<file path="src/svt_pkg.sv">
// ----------------------------------------------------------------------------
// svt_pkg
// Shared constants, codes and types of the sorted value table.
// ----------------------------------------------------------------------------
`default_nettype none

package svt_pkg;

  localparam int DEPTH         = 16;
  localparam int VALUE_W       = 32;
  localparam int CNT_W         = $clog2(DEPTH + 1);
  localparam int ENTRY_COUNT_W = 5;
  localparam int STATUS_W      = 2;

  localparam logic REQ_INSERT = 1'b0;
  localparam logic REQ_REMOVE = 1'b1;

  localparam logic [STATUS_W-1:0] STATUS_DONE      = 2'd0;
  localparam logic [STATUS_W-1:0] STATUS_FULL      = 2'd1;
  localparam logic [STATUS_W-1:0] STATUS_NOT_FOUND = 2'd2;

  typedef logic signed [VALUE_W-1:0] value_t;
  typedef logic [CNT_W-1:0]          count_t;

  // Commands from the controller to the datapath.
  typedef struct packed {
    logic load;     // capture the request
    logic compare;  // register per-cell compare flags
    logic apply;    // shift cells, update count, register the result
  } svt_cmd_t;

endpackage

`default_nettype wire

</file>
<file path="src/svt_ctrl.sv">
// ----------------------------------------------------------------------------
// svt_ctrl
// Request sequencer: load, compare, apply, respond.
// ----------------------------------------------------------------------------
`default_nettype none

module svt_ctrl
  import svt_pkg::*;
(
  input  wire logic     clk,
  input  wire logic     rst_n,
  input  wire logic     start,
  output logic          busy,
  output logic          out_valid,
  output svt_cmd_t      cmd
);

  localparam logic [1:0] ST_IDLE  = 2'd0;
  localparam logic [1:0] ST_CMP   = 2'd1;
  localparam logic [1:0] ST_APPLY = 2'd2;
  localparam logic [1:0] ST_RESP  = 2'd3;

  logic [1:0] state_r;
  logic [1:0] state_nxt;
  logic       accept;

  // A new item may enter while the previous result is on the ports.
  assign busy      = (state_r == ST_CMP) || (state_r == ST_APPLY);
  assign out_valid = (state_r == ST_RESP);
  assign accept    = start && !busy;

  assign cmd.load    = accept;
  assign cmd.compare = (state_r == ST_CMP);
  assign cmd.apply   = (state_r == ST_APPLY);

  always_comb begin
    state_nxt = state_r;
    case (state_r)
      ST_IDLE:  if (accept) state_nxt = ST_CMP;
      ST_CMP:   state_nxt = ST_APPLY;
      ST_APPLY: state_nxt = ST_RESP;
      ST_RESP:  state_nxt = accept ? ST_CMP : ST_IDLE;
      default:  state_nxt = ST_IDLE;
    endcase
  end

  always_ff @(posedge clk) begin
    if (!rst_n) begin
      state_r <= ST_IDLE;
    end else begin
      state_r <= state_nxt;
    end
  end

endmodule

`default_nettype wire

</file>
<file path="src/svt_datapath.sv">
// ----------------------------------------------------------------------------
// svt_datapath
// Row of entry cells with parallel compare and one-step shift.
// ----------------------------------------------------------------------------
`default_nettype none

module svt_datapath
  import svt_pkg::*;
(
  input  wire logic                     clk,
  input  wire logic                     rst_n,
  input  wire svt_cmd_t                 cmd,
  input  wire logic                     in_req_type,
  input  wire logic signed [VALUE_W-1:0] in_value,
  output logic [ENTRY_COUNT_W-1:0]      out_entry_count,
  output logic [STATUS_W-1:0]           out_status
);

  logic               req_r;
  value_t             value_r;
  value_t             entries_r   [DEPTH];
  value_t             entries_nxt [DEPTH];
  count_t             count_r;
  count_t             count_nxt;
  logic [DEPTH-1:0]   lt_r;
  logic [DEPTH-1:0]   lt_nxt;
  logic [DEPTH-1:0]   shift_r;
  logic [DEPTH-1:0]   shift_nxt;
  logic               found_r;
  logic [DEPTH-1:0]   valid;
  logic [DEPTH-1:0]   eq_vec;
  logic [DEPTH-1:0]   first_eq;
  logic               full;
  logic [STATUS_W-1:0] status_nxt;
  logic [ENTRY_COUNT_W-1:0] out_count_r;
  logic [STATUS_W-1:0] out_status_r;

  assign full = (count_r == count_t'(DEPTH));

  // Per-cell compare against the request value; only filled cells count.
  always_comb begin
    for (int i = 0; i < DEPTH; i++) begin
      valid[i]  = (count_t'(i) < count_r);
      lt_nxt[i] = valid[i] && (entries_r[i] < value_r);
      eq_vec[i] = valid[i] && (entries_r[i] == value_r);
    end
    // Isolate the lowest match, then mark it and every cell above it.
    first_eq  = eq_vec & (~eq_vec + 1'b1);
    shift_nxt = ~(first_eq - 1'b1);
  end

  always_comb begin
    entries_nxt = entries_r;
    count_nxt   = count_r;
    status_nxt  = STATUS_DONE;
    if (req_r == REQ_INSERT) begin
      if (full) begin
        status_nxt = STATUS_FULL;
      end else begin
        // Cells below the slot hold, the slot takes the value, cells above move up.
        if (!lt_r[0]) entries_nxt[0] = value_r;
        for (int i = 1; i < DEPTH; i++) begin
          if (!lt_r[i]) begin
            entries_nxt[i] = lt_r[i-1] ? value_r : entries_r[i-1];
          end
        end
        count_nxt = count_r + 1'b1;
      end
    end else begin
      if (!found_r) begin
        status_nxt = STATUS_NOT_FOUND;
      end else begin
        // Close the gap: cells from the match upward take their upper neighbor.
        for (int i = 0; i < DEPTH - 1; i++) begin
          if (shift_r[i]) entries_nxt[i] = entries_r[i+1];
        end
        count_nxt = count_r - 1'b1;
      end
    end
  end

  always_ff @(posedge clk) begin
    if (cmd.load) begin
      req_r   <= in_req_type;
      value_r <= in_value;
    end
    if (cmd.compare) begin
      lt_r    <= lt_nxt;
      shift_r <= shift_nxt;
      found_r <= |eq_vec;
    end
    if (cmd.apply) begin
      entries_r    <= entries_nxt;
      out_count_r  <= ENTRY_COUNT_W'(count_nxt);
      out_status_r <= status_nxt;
    end
  end

  always_ff @(posedge clk) begin
    if (!rst_n) begin
      count_r <= '0;
    end else if (cmd.apply) begin
      count_r <= count_nxt;
    end
  end

  assign out_entry_count = out_count_r;
  assign out_status      = out_status_r;

endmodule

`default_nettype wire

</file>
<file path="src/sorted_value_table.sv">
// ----------------------------------------------------------------------------
// sorted_value_table
// Bounded table of signed values kept in ascending order, with in-order
// insert and first-match remove; every request answers with count and status.
// ----------------------------------------------------------------------------
//
//   channel  | ports                                   | handshake
//   ---------+-----------------------------------------+---------------------
//   request  | in_req_type, in_value                   | start & !busy
//   result   | out_entry_count, out_status             | out_valid, 1 cycle
//
// Each request passes through capture, parallel compare across all cells,
// then shift-and-write; the result strobe follows and a new request may be
// taken in that same strobe cycle. Reset is synchronous and active low; it
// empties the table (count to zero). The result cannot be stalled: out_valid
// is high for exactly one cycle per request.
// ----------------------------------------------------------------------------
`default_nettype none

module sorted_value_table
  import svt_pkg::*;
(
  input  wire logic                      clk,
  input  wire logic                      rst_n,
  input  wire logic                      start,
  output logic                           busy,
  input  wire logic                      in_req_type,
  input  wire logic signed [VALUE_W-1:0] in_value,
  output logic                           out_valid,
  output logic [ENTRY_COUNT_W-1:0]       out_entry_count,
  output logic [STATUS_W-1:0]            out_status
);

  svt_cmd_t cmd;

  svt_ctrl u_ctrl (
    .clk       (clk),
    .rst_n     (rst_n),
    .start     (start),
    .busy      (busy),
    .out_valid (out_valid),
    .cmd       (cmd)
  );

  svt_datapath u_datapath (
    .clk             (clk),
    .rst_n           (rst_n),
    .cmd             (cmd),
    .in_req_type     (in_req_type),
    .in_value        (in_value),
    .out_entry_count (out_entry_count),
    .out_status      (out_status)
  );

endmodule

`default_nettype wire
</file>
<file path="config.mk">
export PLATFORM = sky130hd
export DESIGN_NAME = sorted_value_table
export DESIGN_NICKNAME = d
export VERILOG_FILES = /design/src/svt_pkg.sv /design/src/svt_ctrl.sv /design/src/svt_datapath.sv /design/src/sorted_value_table.sv
export SDC_FILE = /design/constraint.sdc
export NUM_CORES = 2
export LEC_CHECK = 0
export ABC_AREA = 1
export BUFFER_PORTS_ARGS = -buffer_cell sky130_fd_sc_hd__buf_4
export CORE_MARGIN = 3
export CORE_UTILIZATION = 59
export CTS_BUF_LIST = sky130_fd_sc_hd__clkbuf_16
export CTS_CLUSTER_DIAMETER = 60
export DETAILED_ROUTE_END_ITERATION = 16
export PLACE_DENSITY = 0.83
export SLEW_MARGIN = 10
export SYNTH_ARGS = -nofsm -noshare
export SYNTH_HDL_FRONTEND = slang
export SYNTH_HIERARCHICAL = 1
export SYNTH_SLANG_ARGS = --single-unit
</file>
<file path="constraint.sdc">
create_clock -name clk -period 4.05 [get_ports clk]
set_input_delay 0.405 -clock clk [delete_from_list [all_inputs] [get_ports clk]]
set_output_delay 0.405 -clock clk [all_outputs]
set_load 0.1 [all_outputs]
</file>
==> results.toml <==
[sta]
maxClockFrequency_mhz = 325
slew-limit-headroom = 0.208
slew_viol_final = 0
tns_ns = 0
rsz0062_at_grt = "no"
skew_ns = 0.0179
period_needed_ns = 3.08
setup_viol = 0
hold_viol = 0
worst-slew-pin-transition_ns = 1.19
setup_ws_ns = 0.974
fin_crit_sh = 0.759

[critical_path]
ff2ff_setup_slack_ns = 0.97
startpoint_type = "register"
arrival_ns = 3.32
crit_end = "u_datapath/entries_r[452]"
path_max_fanout = 32
cp_data_required_time_ns = 4.29
reg2reg_depth = 6
r2r-end = "u_datapath/entries_r[452]"
r2r_start = "u_ctrl/state_r[0]"
crit_path_end_kind = "register"
critPathLaunch = "u_ctrl/state_r[0]"
crit_type = "register to register"

[synthesis]
synthXorXnorAreaFrac = 0.000658
synth_fa_ha_area_frac = 0.163
ys_seq_area_frac = 0.443
synth_mux_area_frac = 0.000251
synth_top_family_by_area = "simple AND/OR/NAND/NOR gates"
synth_edf_count = 584
yosysWarningCount = 6
synth_nets = 5261
synth-seq-cells = 591
synthArstFlopShare = 0
syn_avg_cell_area_um2 = 8.49
synth.largest_area_cell = "edfxtp_1"
synth.area.top_cells = "edfxtp_1, ha_1, nand2_1"
yosysTopAreaCellShare = 0.439
synth_cells = 4704
post_synth_num_cell_types = 43
synth_ff_type = "edfxtp_1"
synth-simple-area-share = 0.174
syn_area_mm2 = 0.0399
synth-compound-area-share = 0.174

[cells_and_area]
final_cell_mix = "nand2_1, o21ai_0, edfxtp_1, ha_1, a21oi_1"
instances_no_fill = 5603
fillers = 5098
syn_to_final_growth_pct = 9.60
final_common_cell = "nand2_1"
nNetsFinal = 5245
drive_gt1_frac = 0.0561

[route]
viasPerCell = 6.24
dr.pass1.iters = 6
num_vias = 35000
drc = 0
wl_per_cell_um = 20.0
ant_nets = 0
drtIter0Drc = 4523
finalWirelength_um = 112000

[run_status]
status = "complete, no violations"

[grt]
grt.total_usage = 0.313
grt_pass1_vias = 34000
antenna_found_initial = 4
grt_max_degree = 206
grt_overflow_total = 0
grt_pass1_wl_um = 179000

[clock_network]
cts_sinks = 591
cts_buffers = 68
cts_tree = "yes"
cts_setup_buffers = 0
clkSlewWorstSetupHoldPaths_ns = 0.06
clk_latency_ns = 0.61
clockBufferDepth = 3
root_buffer = "clkbuf_16"
cts_max_level = 3

[floorplanning]
io_pins = 45
start_util = 0.601
rows = 94
die_y_um = 266
core-area_mm2 = 0.0665
dieArea_mm2 = 0.0708
die_x_um = 266

[placement]
io_buffers = 44
dp_hpwl_um = 76800
post-place-ws_ns = 1.01
routabilityCongestion = 0.887
dp_cells = 5452

[power_and_ir_drop]
switching_power_uw = 10900
p_clk_frac = 0.233
ir_drop_mv = 0.470
p_leak_uw = 0.0180
power_frac_seq = 0.360
internal-power_uw = 15400
p_comb_frac = 0.407
pwr_density_cell_mw_per_mm2 = 600
swShare = 0.414

[worst_hold_path]
hp-class = "primary input to register"

[run]
maxCapViolCount = 0
-- flip-flops by register name, indices dropped and copies added (netlist names) --
| signal | count |
|---|---|
| u_datapath/count_r | 5 |
| u_datapath/shift_r | 15 |
| u_datapath/req_r | 1 |
| u_datapath/lt_r | 16 |
| u_datapath/found_r | 1 |
| u_ctrl/state_r | 2 |
| u_datapath/out_entry_count | 5 |
| u_datapath/value_r | 32 |
| u_datapath/entries_r | 512 |
| u_datapath/out_status | 2 |
-- repair_timing --
action | in CTS | in global routing
hold endpoints to repair | 30 | 0
hold buffers | 30 | 0
gates resized for setup | 0 | 0
-- cells in the mapped netlist (11+ instances only) --
library cell,instances
a211oi_1,12
nand3_1,80
o21a_1,12
a31oi_1,11
buf_1,28
nor2_1,244
nand4_1,25
o21ai_0,984
nor3_1,25
edfxtp_1,584
clkbuf_1,209
o22ai_1,46
nand2_1,1369
ha_1,521
a21oi_1,258
inv_1,214
-- critical path, cell delays in order (launching register included) --
cell	delay [ns]
dfxtp_1	0.35
inv_1	0.12
ha_1	0.41
clkinv_1	0.33
or2_2	0.70
a211oi_4	0.29
buf_4	0.49
-- worst min-delay path by stage --
stage,startpoint,cells past startpoint,to
3_5_place_dp,u_ctrl/state_r[0],2,u_ctrl/state_r[0]
2_1_floorplan,u_ctrl/state_r[0],2,u_ctrl/state_r[0]
5_1_grt,in_value[20],1,u_datapath/value_r[20]
6_report,in_value[20],1,u_datapath/value_r[20]
4_1_cts,in_value[20],1,u_datapath/value_r[20]
3_3_place_gp,u_ctrl/state_r[0],2,u_ctrl/state_r[0]
-- power by group through the flow --
stage               clock [µW]  combinational (µW)  sequential (µW)
CTS                       6160               10400             9420
global route              6380               12000             9560
floorplan                    0                7480             9100
finish                    6120               10700             9460
global placement             0                9800             9510
detailed placement           0               10300             9530
-- routing by layer --
layer	up-vias	track usage	wire length, µm
li1	16400	-	-
met1	16300	0.429	45300
met2	1924	0.505	52000
met3	279	0.0484	11200
met4	2	0.115	3540
met5	-	0	19
-- final cells by class --
type | instances | area (µm²) | share of cell area
timing repair buffer | 167 | 1390 | 0.0318
multi-input combinational | 3641 | 20600 | 0.471
inverter | 219 | 831 | 0.0190
sequential | 591 | 17700 | 0.404
tap | 864 | 1080 | 0.0247
clock buffer | 73 | 1830 | 0.0417
antenna | 1 | 2.50 | 0.0000572
clock inverter | 47 | 338 | 0.00772
-- logic make-up (layout without fill, tap and decap cells) --
kind of cell / count (synthesis) / after routing
buffers and inverters: 472 / 506
xor gates and xnor gates: 3 / 3
AOI/OAI and AO/OA: 1345 / 1345
DFF: 591 / 591
muxes: 1 / 1
other: 0 / 1
and+or+nand+nor: 1771 / 1771
adders and majority gates: 521 / 521
-- through the flow --
step	instance area, µm²	power, µW	utilization	hold slack (ns)
finish	43800	26300	0.659	0.0344
global route	43800	28000	0.659	0.0103
CTS	43800	26000	0.658	0.000232
detailed placement	41300	19800	0.621	0.514
global placement	41300	19300	0.621	0.509
floorplan	39900	16600	-	0.481
Note: power is estimated with default switching activity, not from simulation.
